[src/rtl/transposition_table_engine_defines.svh]
// assertion macros used by the transposition table engine rtl
`ifndef TRANSPOSITION_TABLE_ENGINE_DEFINES_SVH
`define TRANSPOSITION_TABLE_ENGINE_DEFINES_SVH

// same-cycle implication, disabled while reset is asserted
`define TTE_ASSERT_IMP(lbl, clk, rst_n, ante, cons, msg) \
	lbl: assert property (@(posedge clk) disable iff (!rst_n) (ante) |-> (cons)) \
		else $error(msg);

// next-cycle implication, disabled while reset is asserted
`define TTE_ASSERT_NXT(lbl, clk, rst_n, ante, cons, msg) \
	lbl: assert property (@(posedge clk) disable iff (!rst_n) (ante) |=> (cons)) \
		else $error(msg);

`endif

[src/rtl/tte_pkg.sv]
// shared types, constants and the replacement helper function of the transposition table engine
`default_nettype none
package tte_pkg;
	localparam int TABLE_SIZE   = 1024;
	localparam int ADDR_W       = $clog2(TABLE_SIZE);
	localparam int CNT_W        = ADDR_W + 1;
	localparam int KEY_W        = 64;
	localparam int PLY_BITS     = 16;
	localparam int PAYLOAD_BITS = 32;
	localparam int DEPTH_W      = 8;
	localparam int TYPE_W       = 2;
	localparam int LIMIT_W      = 11;
	localparam int AGE_W        = 16;
	localparam int CFG_IDX_W    = 1;
	localparam int CFG_DATA_W   = 16;

	// register indexes of the configuration port
	localparam logic [CFG_IDX_W-1:0] CFG_LOAD_LIMIT = 1'b0;
	localparam logic [CFG_IDX_W-1:0] CFG_AGE_LIMIT  = 1'b1;

	// request kinds
	localparam logic KIND_GET = 1'b0;
	localparam logic KIND_PUT = 1'b1;

	// bound types
	localparam logic [TYPE_W-1:0] TY_EXACT  = 2'd0;
	localparam logic [TYPE_W-1:0] TY_QEXACT = 2'd1;

	typedef enum logic [2:0] {
		ST_MISS   = 3'd0,
		ST_HIT    = 3'd1,
		ST_STORED = 3'd2,
		ST_REJECT = 3'd3,
		ST_DROP   = 3'd4
	} status_t;

	// classified request word travelling from front to engine
	typedef struct packed {
		logic                    kind;
		logic [KEY_W-1:0]        key;
		logic [PLY_BITS-1:0]     ply;
		logic [TYPE_W-1:0]       etype;
		logic [DEPTH_W-1:0]      depth;
		logic [PAYLOAD_BITS-1:0] payload;
		logic [ADDR_W-1:0]       home;
		logic                    key_zero;
	} item_t;

	// stored entry beside the key
	typedef struct packed {
		logic [TYPE_W-1:0]       etype;
		logic [DEPTH_W-1:0]      depth;
		logic [PAYLOAD_BITS-1:0] payload;
		logic [PLY_BITS-1:0]     last;
	} entry_t;

	// same-key replacement policy: bound type priority, then depth
	function automatic logic may_replace(input logic [TYPE_W-1:0] old_ty,
		input logic [DEPTH_W-1:0] old_dp, input logic [TYPE_W-1:0] ty,
		input logic [DEPTH_W-1:0] dp);
		logic r;
		if (old_ty == TY_EXACT && ty != TY_EXACT)
			r = 1'b0;
		else if (old_ty == TY_QEXACT && ty != TY_QEXACT && ty != TY_EXACT)
			r = 1'b0;
		else if (old_ty != TY_EXACT && ty == TY_EXACT)
			r = 1'b1;
		else if (old_ty != TY_QEXACT && ty == TY_QEXACT)
			r = 1'b1;
		else
			r = (dp >= old_dp);
		return r;
	endfunction
endpackage
`default_nettype wire

[src/rtl/tte_if.sv]
// channel interfaces of the transposition table engine
`default_nettype none
interface tte_req_if import tte_pkg::*; ();
	logic                    valid;
	logic                    ready;
	logic                    kind;
	logic [KEY_W-1:0]        key;
	logic [PLY_BITS-1:0]     ply;
	logic [TYPE_W-1:0]       entry_type;
	logic [DEPTH_W-1:0]      entry_depth;
	logic [PAYLOAD_BITS-1:0] entry_payload;
	modport source (output valid, kind, key, ply, entry_type, entry_depth, entry_payload,
		input ready);
	modport sink (input valid, kind, key, ply, entry_type, entry_depth, entry_payload,
		output ready);
endinterface

`default_nettype wire

[src/rtl/tte_front.sv]
// front stage: takes request words and classifies them (home slot, zero key)
`default_nettype none
module tte_front import tte_pkg::*; (
	input  wire         clk,
	input  wire         arst_n,
	tte_req_if.sink     req,
	output logic        push_valid,
	output item_t       push_item,
	input  wire         push_ready
);
	logic  v_s1;
	item_t item_s1;
	item_t cls;

	// classification of the incoming word
	always_comb begin
		cls.kind     = req.kind;
		cls.key      = req.key;
		cls.ply      = req.ply;
		cls.etype    = req.entry_type;
		cls.depth    = req.entry_depth;
		cls.payload  = req.entry_payload;
		cls.home     = req.key[ADDR_W-1:0];
		cls.key_zero = (req.key == '0);
	end

	assign req.ready  = !v_s1 || push_ready;
	assign push_valid = v_s1;
	assign push_item  = item_s1;

	// stage register
	always_ff @(posedge clk or negedge arst_n) begin
		if (!arst_n) begin
			v_s1 <= 1'b0;
		end else if (req.ready) begin
			v_s1 <= req.valid;
		end
	end

	always_ff @(posedge clk) begin
		if (req.ready && req.valid) begin
			item_s1 <= cls;
		end
	end
endmodule
`default_nettype wire

[src/flat_wrapper.sv]
// flat-port wrapper written by rule: the top's interface ports become plain ports
module tte_front_flat import tte_pkg::*;
  (clk, arst_n, push_valid, push_item, push_ready, req_valid, req_kind, req_key, req_ply, req_entry_type, req_entry_depth, req_entry_payload, req_ready);
  tte_req_if req_i ();
  input  wire clk;
  input  wire arst_n;
  output logic push_valid;
  output item_t push_item;
  input  wire push_ready;
  input wire logic [$bits(req_i.valid)-1:0] req_valid;
  input wire logic [$bits(req_i.kind)-1:0] req_kind;
  input wire logic [$bits(req_i.key)-1:0] req_key;
  input wire logic [$bits(req_i.ply)-1:0] req_ply;
  input wire logic [$bits(req_i.entry_type)-1:0] req_entry_type;
  input wire logic [$bits(req_i.entry_depth)-1:0] req_entry_depth;
  input wire logic [$bits(req_i.entry_payload)-1:0] req_entry_payload;
  output wire logic [$bits(req_i.ready)-1:0] req_ready;
  assign req_i.valid = req_valid;
  assign req_i.kind = req_kind;
  assign req_i.key = req_key;
  assign req_i.ply = req_ply;
  assign req_i.entry_type = req_entry_type;
  assign req_i.entry_depth = req_entry_depth;
  assign req_i.entry_payload = req_entry_payload;
  assign req_ready = req_i.ready;
  tte_front u_core (.clk(clk), .arst_n(arst_n), .req(req_i), .push_valid(push_valid), .push_item(push_item), .push_ready(push_ready));
endmodule
[config.mk]
export PLATFORM = sky130hd
export DESIGN_NAME = tte_front_flat
export DESIGN_NICKNAME = d
export VERILOG_FILES = /design/src/rtl/transposition_table_engine_defines.svh /design/src/rtl/tte_pkg.sv /design/src/rtl/tte_if.sv /design/src/rtl/tte_front.sv /design/src/flat_wrapper.sv
export SDC_FILE = /design/constraint.sdc
export NUM_CORES = 1
export LEC_CHECK = 0
export BUFFER_PORTS_ARGS = -buffer_cell sky130_fd_sc_hd__buf_2
export CORE_AREA = 2 2 103 105
export CTS_BUF_LIST = sky130_fd_sc_hd__clkbuf_16
export DETAILED_ROUTE_END_ITERATION = 8
export DIE_AREA = 0 0 105 107
export PLACE_DENSITY_LB_ADDON = 0.3
export SLEW_MARGIN = 25
export SYNTH_ARGS = -nofsm -noshare
export SYNTH_HDL_FRONTEND = slang
export SYNTH_SLANG_ARGS = --single-unit
export TNS_END_PERCENT = 20
[constraint.sdc]
create_clock -name clk -period 9 [get_ports clk]
set_input_delay 0.45 -clock clk [delete_from_list [all_inputs] [get_ports clk]]
set_output_delay 0.45 -clock clk [all_outputs]
set_load 0.02 [all_outputs]
# Word level (Yosys, flattened, before mapping)
# Index checks and enable logic that the tools add are counted.
# classes
n_reduce_logical,4
# ops
cell,n
$logic_not A64 Y1,1
$logic_and A1 B1 Y1,1
$logic_not A1 Y1,1
$logic_or A1 B1 Y1,1
# word_totals
regBits,135
in_bits,127
word_cells,13

# Longest topological paths before layout
# depth
depth_word,3
ltp_mapped,3
depth_no_buf,3

# Least setup slack after synthesis
# OpenSTA, ideal clock, no wires.
# synth_path
path_type,input to register
from,input push_ready
to,"register u_core.item_s1, in the netlist u_core.push_item[0] (enable)"
setup_time_ps,497
arrival_ps,3603
setup_slack_ps,4900
path_stages,2
n_path_buf,0
path_cell_list,nand2b_1 and2_1
# synth_via
elab_chain_len,2
# synth_lines
element,line_no,text
start: declaration,flat_wrapper.sv:9,input wire push_ready;
$logic_or A1 B1 Y1,tte_front.sv:27,assign req.ready = !v_s1 || push_ready;
$logic_and A1 B1 Y1,tte_front.sv:41,if (req.ready && req.valid) begin
end signal: assignment,tte_front.sv:42,item_s1 <= cls;
end: declaration,tte_front.sv:12,item_t item_s1;
# No other way between the ends.
# A chain may end at the register's enable or synchronous reset.

# Worst setup path after layout
# layout_path
from,"register u_core.v_s1, in the netlist u_core.push_valid"
to,"register u_core.item_s1, in the netlist u_core.push_item[126] (enable)"
# layout_via
elab_chain_len,3
# layout_lines
element,line_no,text
start: declaration,tte_front.sv:11,logic v_s1;
start signal: assignment,tte_front.sv:36,v_s1 <= req.valid;
$logic_not A1 Y1,tte_front.sv:27,
$logic_or A1 B1 Y1,tte_front.sv:27,
$logic_and A1 B1 Y1,tte_front.sv:41,
# No other way between the ends.

==> impl_metrics.env <==
export IMPL_place_hpwl_um=7300
export IMPL_drc_errors=0
export IMPL_grt_pass1_wl_um=13800
export IMPL_n_fill_cell=818
export IMPL_drt_wl_total_um=9620
export IMPL_ir_drop_v=0.000144
export IMPL_setup_viol=0
export IMPL_cts_resized_gates=0
export IMPL_grt_use_met1_pct=18.2
export IMPL_synth_seq_cells=125
export IMPL_hold_viol=0
export IMPL_vias_per_cell=4.44
export IMPL_synth_edf_count=124
export IMPL_antenna_found_initial=0
export IMPL_top_usage_layer="met2"
export IMPL_syn_cell_area_sq_um=3990
export IMPL_drt_pass1_iterations=4
export IMPL_clock_latency_ps=400
export IMPL_use_met2_pct=29.4
export IMPL_period_share_pct=26.3
export IMPL_startpoint_type="flop"
export IMPL_wl_per_cell_um=16.6
export IMPL_cts_buffers_inserted=17
export IMPL_powerDensity_nw_per_um2=247
export IMPL_cts_sinks=125
export IMPL_postCtsSetupRepairBufs=0
export IMPL_seqCellArea_sq_um=3750
export IMPL_grt_max_degree=65
export IMPL_fin_tns_setup_ps=0
export IMPL_p_leak_uw=0.00253
export IMPL_die_y_um=107
export IMPL_num_vias=2579
export IMPL_stdcell_count=581
export IMPL_post_place_cells=548
export IMPL_io_pins=263
export IMPL_synth_seq_area_share_pct=94.0
export IMPL_ctsLongestPathBuffers=2
export IMPL_synth_nets=286
export IMPL_slew_limit_headroom_pct=43.9
export IMPL_synth_avg_cell_area_sq_um=25.1
export IMPL_multi_input_area_sq_um=165
export IMPL_maxCapViolCount=0
export IMPL_start_util_pct=39.5
export IMPL_core_sq_um=10100
export IMPL_clock_fmax_mhz=423
export IMPL_synth_common_cells="124 x edfxtp_1, 15 x nor4_1, 10 x buf_4"
export IMPL_post_synth_top_count_cell="edfxtp_1"
export IMPL_port_buffers=262
export IMPL_area_growth_pct=50.8
export IMPL_ys_async_sr_fraction_pct=0.800
export IMPL_hold_buffers=1
export IMPL_synth_top_area_share_pct=93.4
export IMPL_die_area_sq_um=11200
export IMPL_synth_distinct_cells=8
export IMPL_fin_crit_ps=2360
export IMPL_gr_usage_met3_pct=6.93
export IMPL_yosys_area_top_type="edfxtp_1"
export IMPL_hold_path_class="input port to flop"
export IMPL_grt_ovfl_total=0
export IMPL_clkTransAtPathRegs_ps=60
export IMPL_rsz0062_at_grt="no"
export IMPL_grt_pass1_vias=2642
export IMPL_layout_drive_gt1_share_pct=66.7
export IMPL_cts_root_buf="clkbuf_16"
export IMPL_drtIter0Drc=124
export IMPL_cts_tree="done"
export IMPL_synth_ff_type="edfxtp_1"
export IMPL_cp_required_ps=9030
export IMPL_finalNetCount=559
export IMPL_clock_skew_ps=8.37
export IMPL_drv_slew=0
export IMPL_path_class="flop to flop"
export IMPL_htreeDepth=4
export IMPL_crit_fanout=64
export IMPL_rows=37
export IMPL_n_antenna_cell=0
export IMPL_ant_nets=0
export IMPL_fp_dieW_um=105
export IMPL_cp_end_kind="flop"
export IMPL_worst_slew_pin_slew_ps=842
export IMPL_ys_top_cells_by_area="edfxtp_1 93%, nor4_1 2.4%, buf_4 1.9%"
export IMPL_gp_congestion=0.795
export IMPL_netlist_instances=159
export IMPL_yosysWarningCount=0
export IMPL_run_status="finished, final reports clean"
export IMPL_cp_arrival_ps=2390
export IMPL_grt_usage_pct=16.9
## flip-flops by register name, summed over array words and instances (netlist names)
name               count
u_core.push_item     124
u_core.push_valid      1
## report_power, final
group	internal, uW	switching, uW
Clock	434	241
Combinational	42.4	81.2
Sequential	680	7.91
## logic make-up after synthesis
logic type / Yosys count / synth area share (%)
simple gates: 24 / 4.08
buf+inv: 10 / 1.88
flops: 125 / 94.0
## metrics by stage
step	power, uW	hold slack, ps	utilization (%)	worst slack (ps)	area (sq um)
3_5_place_dp	824	225	53.5	6480	5400
6_report	1490	221	59.6	6640	6010
4_1_cts	1500	199	59.6	6670	6010
3_3_place_gp	821	224	53.5	6550	5400
2_1_floorplan	763	154	-	4900	3990
5_1_grt	1540	189	59.6	6490	6010
## worst max-delay path: stages (launching register included)
cell      delay [ps]
dfrtp_1          370
nand2b_1         110
and2_4           690
buf_4            740
## final cells by class
type                    instances  area share [%]
clock buffers                  17            7.08
clock inverters                15            2.87
multi-input cells              24            2.75
flip-flops and latches        125            62.4
well taps                     136            2.83
repair buffers                264            22.1
## per-layer routing
layer  share of wire (%)  routed length [um]
met3                 6.1                 590
met4                 1.6                 150
met1                  37                3570
met2                  55                5310
met5                   0                   0
## final timing paths
check | from | to | slack (ps) | cells after the start
worst min register to register | u_core.push_valid | u_core.push_valid | 540 | 2
max in group asynchronous | arst_n | u_core.push_valid | 8570 | 2
worst min-delay path | req_entry_payload[25] | u_core.push_item[36] | 220 | 1
worst max-delay path | u_core.push_valid | u_core.push_item[126] | 6640 | 3
worst max register to register | u_core.push_valid | u_core.push_item[126] | 6640 | 3
min in group asynchronous | arst_n | u_core.push_valid | 350 | 2
## cells in the final DEF (no fill, tap or decap)
cell type and n:
and2_4 1, buf_2 262, buf_4 1, bufinv_16 3, clkbuf_16 17, clkinv_1 1
clkinv_2 3, clkinv_4 2, clkinvlp_4 5, dfrtp_1 1, dlygate4sd3_1 1, edfxtp_1 124
inv_6 1, nand2b_1 2, nand4_1 4, nor4_1 15, nor4_2 2
No activity file was read; power rests on OpenSTA's default activity.
