### src/rtl/transposition_table_engine_defines.svh
// assertion macros used by the transposition table engine rtl
`ifndef TRANSPOSITION_TABLE_ENGINE_DEFINES_SVH
`define TRANSPOSITION_TABLE_ENGINE_DEFINES_SVH

// same-cycle implication, disabled while reset is asserted
`define TTE_ASSERT_IMP(lbl, clk, rst_n, ante, cons, msg) \
	lbl: assert property (@(posedge clk) disable iff (!rst_n) (ante) |-> (cons)) \
		else $error(msg);

// next-cycle implication, disabled while reset is asserted
`define TTE_ASSERT_NXT(lbl, clk, rst_n, ante, cons, msg) \
	lbl: assert property (@(posedge clk) disable iff (!rst_n) (ante) |=> (cons)) \
		else $error(msg);

`endif

### src/rtl/tte_pkg.sv
// shared types, constants and the replacement helper function of the transposition table engine
`default_nettype none
package tte_pkg;
	localparam int TABLE_SIZE   = 1024;
	localparam int ADDR_W       = $clog2(TABLE_SIZE);
	localparam int CNT_W        = ADDR_W + 1;
	localparam int KEY_W        = 64;
	localparam int PLY_BITS     = 16;
	localparam int PAYLOAD_BITS = 32;
	localparam int DEPTH_W      = 8;
	localparam int TYPE_W       = 2;
	localparam int LIMIT_W      = 11;
	localparam int AGE_W        = 16;
	localparam int CFG_IDX_W    = 1;
	localparam int CFG_DATA_W   = 16;

	// register indexes of the configuration port
	localparam logic [CFG_IDX_W-1:0] CFG_LOAD_LIMIT = 1'b0;
	localparam logic [CFG_IDX_W-1:0] CFG_AGE_LIMIT  = 1'b1;

	// request kinds
	localparam logic KIND_GET = 1'b0;
	localparam logic KIND_PUT = 1'b1;

	// bound types
	localparam logic [TYPE_W-1:0] TY_EXACT  = 2'd0;
	localparam logic [TYPE_W-1:0] TY_QEXACT = 2'd1;

	typedef enum logic [2:0] {
		ST_MISS   = 3'd0,
		ST_HIT    = 3'd1,
		ST_STORED = 3'd2,
		ST_REJECT = 3'd3,
		ST_DROP   = 3'd4
	} status_t;

	// classified request word travelling from front to engine
	typedef struct packed {
		logic                    kind;
		logic [KEY_W-1:0]        key;
		logic [PLY_BITS-1:0]     ply;
		logic [TYPE_W-1:0]       etype;
		logic [DEPTH_W-1:0]      depth;
		logic [PAYLOAD_BITS-1:0] payload;
		logic [ADDR_W-1:0]       home;
		logic                    key_zero;
	} item_t;

	// stored entry beside the key
	typedef struct packed {
		logic [TYPE_W-1:0]       etype;
		logic [DEPTH_W-1:0]      depth;
		logic [PAYLOAD_BITS-1:0] payload;
		logic [PLY_BITS-1:0]     last;
	} entry_t;

	// same-key replacement policy: bound type priority, then depth
	function automatic logic may_replace(input logic [TYPE_W-1:0] old_ty,
		input logic [DEPTH_W-1:0] old_dp, input logic [TYPE_W-1:0] ty,
		input logic [DEPTH_W-1:0] dp);
		logic r;
		if (old_ty == TY_EXACT && ty != TY_EXACT)
			r = 1'b0;
		else if (old_ty == TY_QEXACT && ty != TY_QEXACT && ty != TY_EXACT)
			r = 1'b0;
		else if (old_ty != TY_EXACT && ty == TY_EXACT)
			r = 1'b1;
		else if (old_ty != TY_QEXACT && ty == TY_QEXACT)
			r = 1'b1;
		else
			r = (dp >= old_dp);
		return r;
	endfunction
endpackage
`default_nettype wire

### src/rtl/tte_queue.sv
// two-word queue between front and engine
`default_nettype none
module tte_queue import tte_pkg::*; (
	input  wire    clk,
	input  wire    arst_n,
	input  wire    push_valid,
	input  item_t  push_item,
	output logic   push_ready,
	output logic   pop_valid,
	output item_t  pop_item,
	input  wire    pop
);
	item_t      buf_q [2];
	logic       wr_q;
	logic       rd_q;
	logic [1:0] fill_q;
	logic       do_push;
	logic       do_pop;

	assign push_ready = (fill_q != 2'd2);
	assign pop_valid  = (fill_q != 2'd0);
	assign pop_item   = buf_q[rd_q];
	assign do_push    = push_valid && push_ready;
	assign do_pop     = pop && pop_valid;

	// pointers and fill level
	always_ff @(posedge clk or negedge arst_n) begin
		if (!arst_n) begin
			wr_q   <= 1'b0;
			rd_q   <= 1'b0;
			fill_q <= 2'd0;
		end else begin
			if (do_push) wr_q <= !wr_q;
			if (do_pop) rd_q <= !rd_q;
			fill_q <= fill_q + {1'b0, do_push} - {1'b0, do_pop};
		end
	end

	// storage
	always_ff @(posedge clk) begin
		if (do_push) begin
			buf_q[wr_q] <= push_item;
		end
	end
endmodule
`default_nettype wire

### config.mk
export PLATFORM = sky130hd
export DESIGN_NAME = tte_queue
export DESIGN_NICKNAME = d
export VERILOG_FILES = /design/src/rtl/transposition_table_engine_defines.svh /design/src/rtl/tte_pkg.sv /design/src/rtl/tte_queue.sv
export SDC_FILE = /design/constraint.sdc
export NUM_CORES = 1
export LEC_CHECK = 0
export BUFFER_PORTS_ARGS = -buffer_cell sky130_fd_sc_hd__buf_4
export CAP_MARGIN = 15
export CORE_MARGIN = 2
export CORE_UTILIZATION = 48
export DETAILED_ROUTE_END_ITERATION = 8
export PLACE_DENSITY = 0.78
export REMOVE_ABC_BUFFERS = 1
export SYNTH_ARGS = -nofsm -noshare
export SYNTH_HDL_FRONTEND = slang
export SYNTH_SLANG_ARGS = --single-unit
### constraint.sdc
create_clock -name clk -period 12.4 [get_ports clk]
set_input_delay 1.86 -clock clk [delete_from_list [all_inputs] [get_ports clk]]
set_output_delay 1.86 -clock clk [all_outputs]
set_load 0.005 [all_outputs]
## Word level (Yosys, flattened, before mapping)

Memory sizes are Yosys's and may differ from the RTL's.
Cells that the tools add are included.

- Add/subtract/negate cells: 2
- Reduce and logical (&&, ||, !) cells: 5
- Muxes and demuxes: 2
- Equality and inequality tests: 1

Operators by type and width:

| cell | count |
|---|---|
| $add 2x1->2 | 1 |
| $logic_and 1x1->1 | 2 |
| $logic_not 1->1 | 2 |
| $mux 1 | 2 |
| $ne 2x2->1 const B | 1 |
| $reduce_bool 2->1 | 1 |
| $sub 2x1->2 | 1 |

- Flip-flop bits (word level): 4
- Output and inout port bits: 136
- Memories: 1
- Input port bits: 138
- Logic and storage cells: 14
- Memory bits (writable): 268

Memory list:

| memory | depth | bits a word | read ports | clocked after Yosys merged registers in | write ports | RTL line | text |
|---|---|---|---|---|---|---|---|
| buf_q | 2 | 134 | 1 | 0 | 1 | tte_queue.sv:13 | `item_t buf_q [2];` |

## Longest topological paths before layout

- Word-level depth: 4
- Gate-level depth with buffers: 5
- Depth with buffers taken out: 5

## Worst setup path before layout

OpenSTA, ideal clock, no wires.

- Path kind: input -> register
- Start: input push_valid
- End: memory buf_q[0][0] (netlist bit), enable pin
- Setup time: 0.628 ns
- Buffers on the path: 0
- Data required time: 11.772 ns
- Path slack: 4.271 ns
- Stages: 2
- Arrival time: 7.500 ns
- Cell sequence: nand2_1 nor2_1

- Cells in the longest elaborated chain, start to end: 3

Ends and longest elaborated chain:

| element | RTL line | text |
|---|---|---|
| start, declared | tte_queue.sv:6 | `input wire push_valid,` |
| $logic_and 1x1->1 | tte_queue.sv:23 | `assign do_push = push_valid && push_ready;` |
| $mux 1 | tte_queue.sv:41 | `if (do_push) begin` |
| $mux 1 (not written as such) | tte_queue.sv:42 | `buf_q[wr_q] <= push_item;` |
| end, declared | tte_queue.sv:13 |  |

No other way between the ends.

==> flow_metrics.py <==
metrics = {
    "status": {
        "outcome": "finished, final reports clean",
    },
    "worst_setup_path": {
        "path_common_cell": "sky130_fd_sc_hd__buf_4",
        "r2r_setup_slack_ns": 9.97,
        "wp_data_required_ns": 10.54,
        "cp-start-kind": "flop",
        "setup.worst_path.end": "pop_item[22]",
        "crit_fanout": 71,
        "cpPeakStageDelay_ns": 1.05,
        "critical-path-slowest-cell": "sky130_fd_sc_hd__dfrtp_4",
        "end_kind": "output pin",
        "worstPathCellList": "buf_4 -> mux2_2 -> buf_4",
        "r2r_end": "buf_q[1][28]$_DFFE_PP_",
        "cp_arrival_ns": 3.17,
        "crit_type": "flop to output pin",
        "setup.worst_path.start": "rd_q$_DFFE_PN0P_",
        "r2r-start": "fill_q[0]$_DFF_PN0_",
        "worst_r2r_path_depth": 4,
    },
    "global_route": {
        "antenna_found_initial": 0,
        "grt_first_pass_wirelength_um": 28000,
        "top_usage_layer": "met2",
        "global_route.usage.met2": 0.279,
        "first_global_vias": 5341,
        "gr-total-overflow": 0,
        "gr_util_met3": 0.0495,
        "grt.met1_usage": 0.196,
        "grt_start_max_net_pins": 87,
        "groute.usage.overall": 0.161,
    },
    "finish": {
        "fillerInstances": 1423,
        "final_util": 0.636,
        "fin_nets": 871,
        "finalInstanceArea_mm2": 0.0132,
        "final_layout_size_suffix_gt1_frac": 0.606,
        "layout_area_overhead_pct": 31.4,
        "post_layout_instance_count_excluding_filler_cells": 1027,
        "n_antenna_cell": 0,
    },
    "yosys": {
        "cells_after_synth": 439,
        "synth_cell_type_count": 19,
        "avgSynthCellArea_um2": 23.0,
        "synth_top_cell_by_area": "sky130_fd_sc_hd__edfxtp_1",
        "synth_area_mm2": 0.0101,
        "yosys.area.top_type_share": 0.798,
        "number_of_synthesized_register_bits": 272,
        "ys.warnings.count": 0,
        "yosysSeqAreaShare": 0.808,
        "synth.top_cells.by_area": "sky130_fd_sc_hd__edfxtp_1 80%, sky130_fd_sc_hd__mux2_2 9.4%, sky130_fd_sc_hd__mux2_4 7.4%, sky130_fd_sc_hd__dfrtp_1 0.99%, sky130_fd_sc_hd__buf_6 0.78%",
    },
    "timing": {
        "maxClockFrequency_mhz": 199,
        "max_slew_margin": 0.272,
        "worst_pin_slew_ns": 1.09,
        "final-max-slew-violation-count": 0,
        "post_layout_min_period_ns": 5.03,
        "timing.hold.ws_ns": 0.560,
        "grt_setup_unrepaired": "no",
        "hold_viol_final": 0,
        "skew_ns": 0.0170,
        "min_period_over_period": 0.406,
        "setup_viol": 0,
        "setup-tns-final_ns": 0,
    },
    "power": {
        "p_int_mw": 2.22,
        "power.static_leakage_nw": 5.07,
        "share_seq_of_total_power": 0.452,
        "power.share.combinational": 0.302,
        "vdd_drop_max_mv": 0.157,
        "p_clk_frac": 0.246,
        "switching_share": 0.260,
        "p_switching_mw": 0.780,
        "cellPowerDensity_mw_per_mm2": 226,
    },
    "floorplanning": {
        "die_height_um": 149,
        "floorplan.die_area_mm2": 0.0222,
        "fp-row-count": 53,
        "die_x_um": 149,
        "fp.coreArea_mm2": 0.0208,
        "ios": 274,
        "initial_utilization": 0.484,
    },
    "clocking": {
        "cts_repair_resize_count": 0,
        "clock_latency_ns": 0.52,
        "post_cts_hold_buffer_count": 0,
        "cts_post_setup_buffers_inserted": 0,
        "clock_net_sink_count": 272,
        "htree_num_levels": 1,
        "cts_buffers": 27,
        "cts-root-buf": "sky130_fd_sc_hd__clkbuf_16",
        "cts_tree": "yes",
        "cts.reportedPaths.clkPinSlew_ns": 0.06,
        "maximum_buffer_depth_of_the_clock_tree": 3,
    },
    "routing": {
        "first_iter_violations": 234,
        "via_count": 5128,
        "postRouteWirelength_um": 18900,
        "drc": 0,
        "ant_nets": 0,
        "dr.pass1.iters": 4,
        "detail_route.vias_per_cell": 4.99,
        "wl_per_cell_um": 18.4,
    },
    "min_path": {
        "hold_removal_path_class": "flop to flop",
        "whs_path_depth": 1,
    },
    "place": {
        "placed_cells_incl_taps": 977,
        "port-buffer-count": 273,
        "post_dp_cell_area_mm2": 0.0124,
        "gpl.final_weighted_congestion": 0.743,
        "detailed_place_hpwl_um": 13000,
    },
    "job": {
        "max_cap_viol_count": 0,
    },
}
==> layout by cell type (no fill, tap or decap) <==
| cell | instances |
|---|---|
| sky130_fd_sc_hd__inv_6 | 2 |
| sky130_fd_sc_hd__mux2_2 | 84 |
| sky130_fd_sc_hd__xnor2_1 | 3 |
| sky130_fd_sc_hd__clkinvlp_4 | 1 |
| sky130_fd_sc_hd__dfrtp_1 | 3 |
| sky130_fd_sc_hd__clkbuf_1 | 7 |
| sky130_fd_sc_hd__or2_2 | 1 |
| sky130_fd_sc_hd__mux2_4 | 50 |
| sky130_fd_sc_hd__dfrtp_4 | 1 |
| sky130_fd_sc_hd__nand2b_1 | 1 |
| sky130_fd_sc_hd__bufinv_16 | 1 |
| sky130_fd_sc_hd__buf_16 | 1 |
| sky130_fd_sc_hd__nor4bb_1 | 1 |
| sky130_fd_sc_hd__o21ba_2 | 1 |
| sky130_fd_sc_hd__nor2b_1 | 1 |
| sky130_fd_sc_hd__edfxtp_1 | 268 |
| sky130_fd_sc_hd__o21ai_0 | 1 |
| sky130_fd_sc_hd__buf_4 | 278 |
| sky130_fd_sc_hd__nor2_4 | 1 |
| sky130_fd_sc_hd__and3_4 | 1 |
| sky130_fd_sc_hd__clkinv_1 | 4 |
| sky130_fd_sc_hd__clkinv_2 | 7 |
| sky130_fd_sc_hd__a311oi_1 | 1 |
| sky130_fd_sc_hd__nand3_1 | 1 |
| sky130_fd_sc_hd__nor2_1 | 2 |
| sky130_fd_sc_hd__clkbuf_16 | 27 |
| sky130_fd_sc_hd__nand2_1 | 2 |
| sky130_fd_sc_hd__ha_1 | 1 |
==> cells by family (layout without fill, tap and decap cells) <==
logic type / after synthesis / after routing / synth area share
simple gates: 11 / 11 / 0.00583
compound gates: 3 / 3 / 0.00236
mux: 134 / 134 / 0.168
xor+xnor: 3 / 3 / 0.00261
flops: 272 / 272 / 0.808
buf+inv: 15 / 328 / 0.0118
fa+ha+maj: 1 / 1 / 0.00124
==> worst max-delay path: cells and delay by family (launching register included) <==
family                 cells  cell delay (ns)
flip-flops                 1             1.05
multiplexers               1             0.44
buffers and inverters      2             1.09
==> how the worst min path moves through the flow <==
stage / from / to / slack, ns
CTS: wr_q$_DFFE_PN0P_ / wr_q$_DFFE_PN0P_ / 0.56
global route: wr_q$_DFFE_PN0P_ / wr_q$_DFFE_PN0P_ / 0.60
floorplan: wr_q$_DFFE_PN0P_ / wr_q$_DFFE_PN0P_ / 0.46
global placement: wr_q$_DFFE_PN0P_ / wr_q$_DFFE_PN0P_ / 0.53
detailed placement: wr_q$_DFFE_PN0P_ / wr_q$_DFFE_PN0P_ / 0.55
finish: wr_q$_DFFE_PN0P_ / wr_q$_DFFE_PN0P_ / 0.56
==> registers in the layout, indices dropped and copies added, names as in the netlist <==
signal  count
wr_q        1
rd_q        1
fill_q      2
buf_q     268
==> area by class of cell <==
class                      count  area [um^2]  share of cell area
clock inverter                15          105             0.00793
timing repair buffer         279         2110               0.160
multi-input combinational    152         1830               0.138
tap                          275          344              0.0260
clock buffer                  34          702              0.0530
sequential                   272         8150               0.615
==> metal layers <==
metal,up-vias,share of wire
met5,-,0
met4,0,0.021
met3,33,0.084
met2,225,0.52
met1,2532,0.38
li1,2338,-
==> power by group through the flow <==
| stage | Sequential [mW] | Combinational (mW) | Clock (mW) |
|---|---|---|---|
| after floorplan | 1.42 | 0.499 | 0 |
| after global placement | 1.36 | 0.889 | 0 |
| after detailed placement | 1.38 | 0.910 | 0 |
| after CTS | 1.36 | 0.915 | 0.761 |
| after global routing | 1.38 | 0.969 | 0.792 |
| final | 1.35 | 0.906 | 0.737 |
==> Yosys cell counts <==
master,instances
sky130_fd_sc_hd__nand2_1,2
sky130_fd_sc_hd__a311oi_1,1
sky130_fd_sc_hd__o21ai_0,1
sky130_fd_sc_hd__buf_6,7
sky130_fd_sc_hd__nand3_1,1
sky130_fd_sc_hd__and3_1,1
sky130_fd_sc_hd__nor4bb_1,1
sky130_fd_sc_hd__nand2b_1,1
sky130_fd_sc_hd__nor2b_1,1
sky130_fd_sc_hd__dfrtp_1,4
sky130_fd_sc_hd__o21ba_2,1
sky130_fd_sc_hd__ha_1,1
sky130_fd_sc_hd__xnor2_1,3
sky130_fd_sc_hd__or2_2,1
sky130_fd_sc_hd__mux2_2,84
sky130_fd_sc_hd__edfxtp_1,268
sky130_fd_sc_hd__nor2_1,3
sky130_fd_sc_hd__mux2_4,50
sky130_fd_sc_hd__buf_2,8
==> through the flow <==
step / worst slack, ns / power [mW]
3_5_place_dp: 7.87 / 2.29
5_1_grt: 7.19 / 3.14
6_report: 7.37 / 3.00
2_1_floorplan: 4.27 / 1.92
4_1_cts: 7.30 / 3.04
3_3_place_gp: 7.96 / 2.25
No activity file was read; power rests on OpenSTA's default activity.
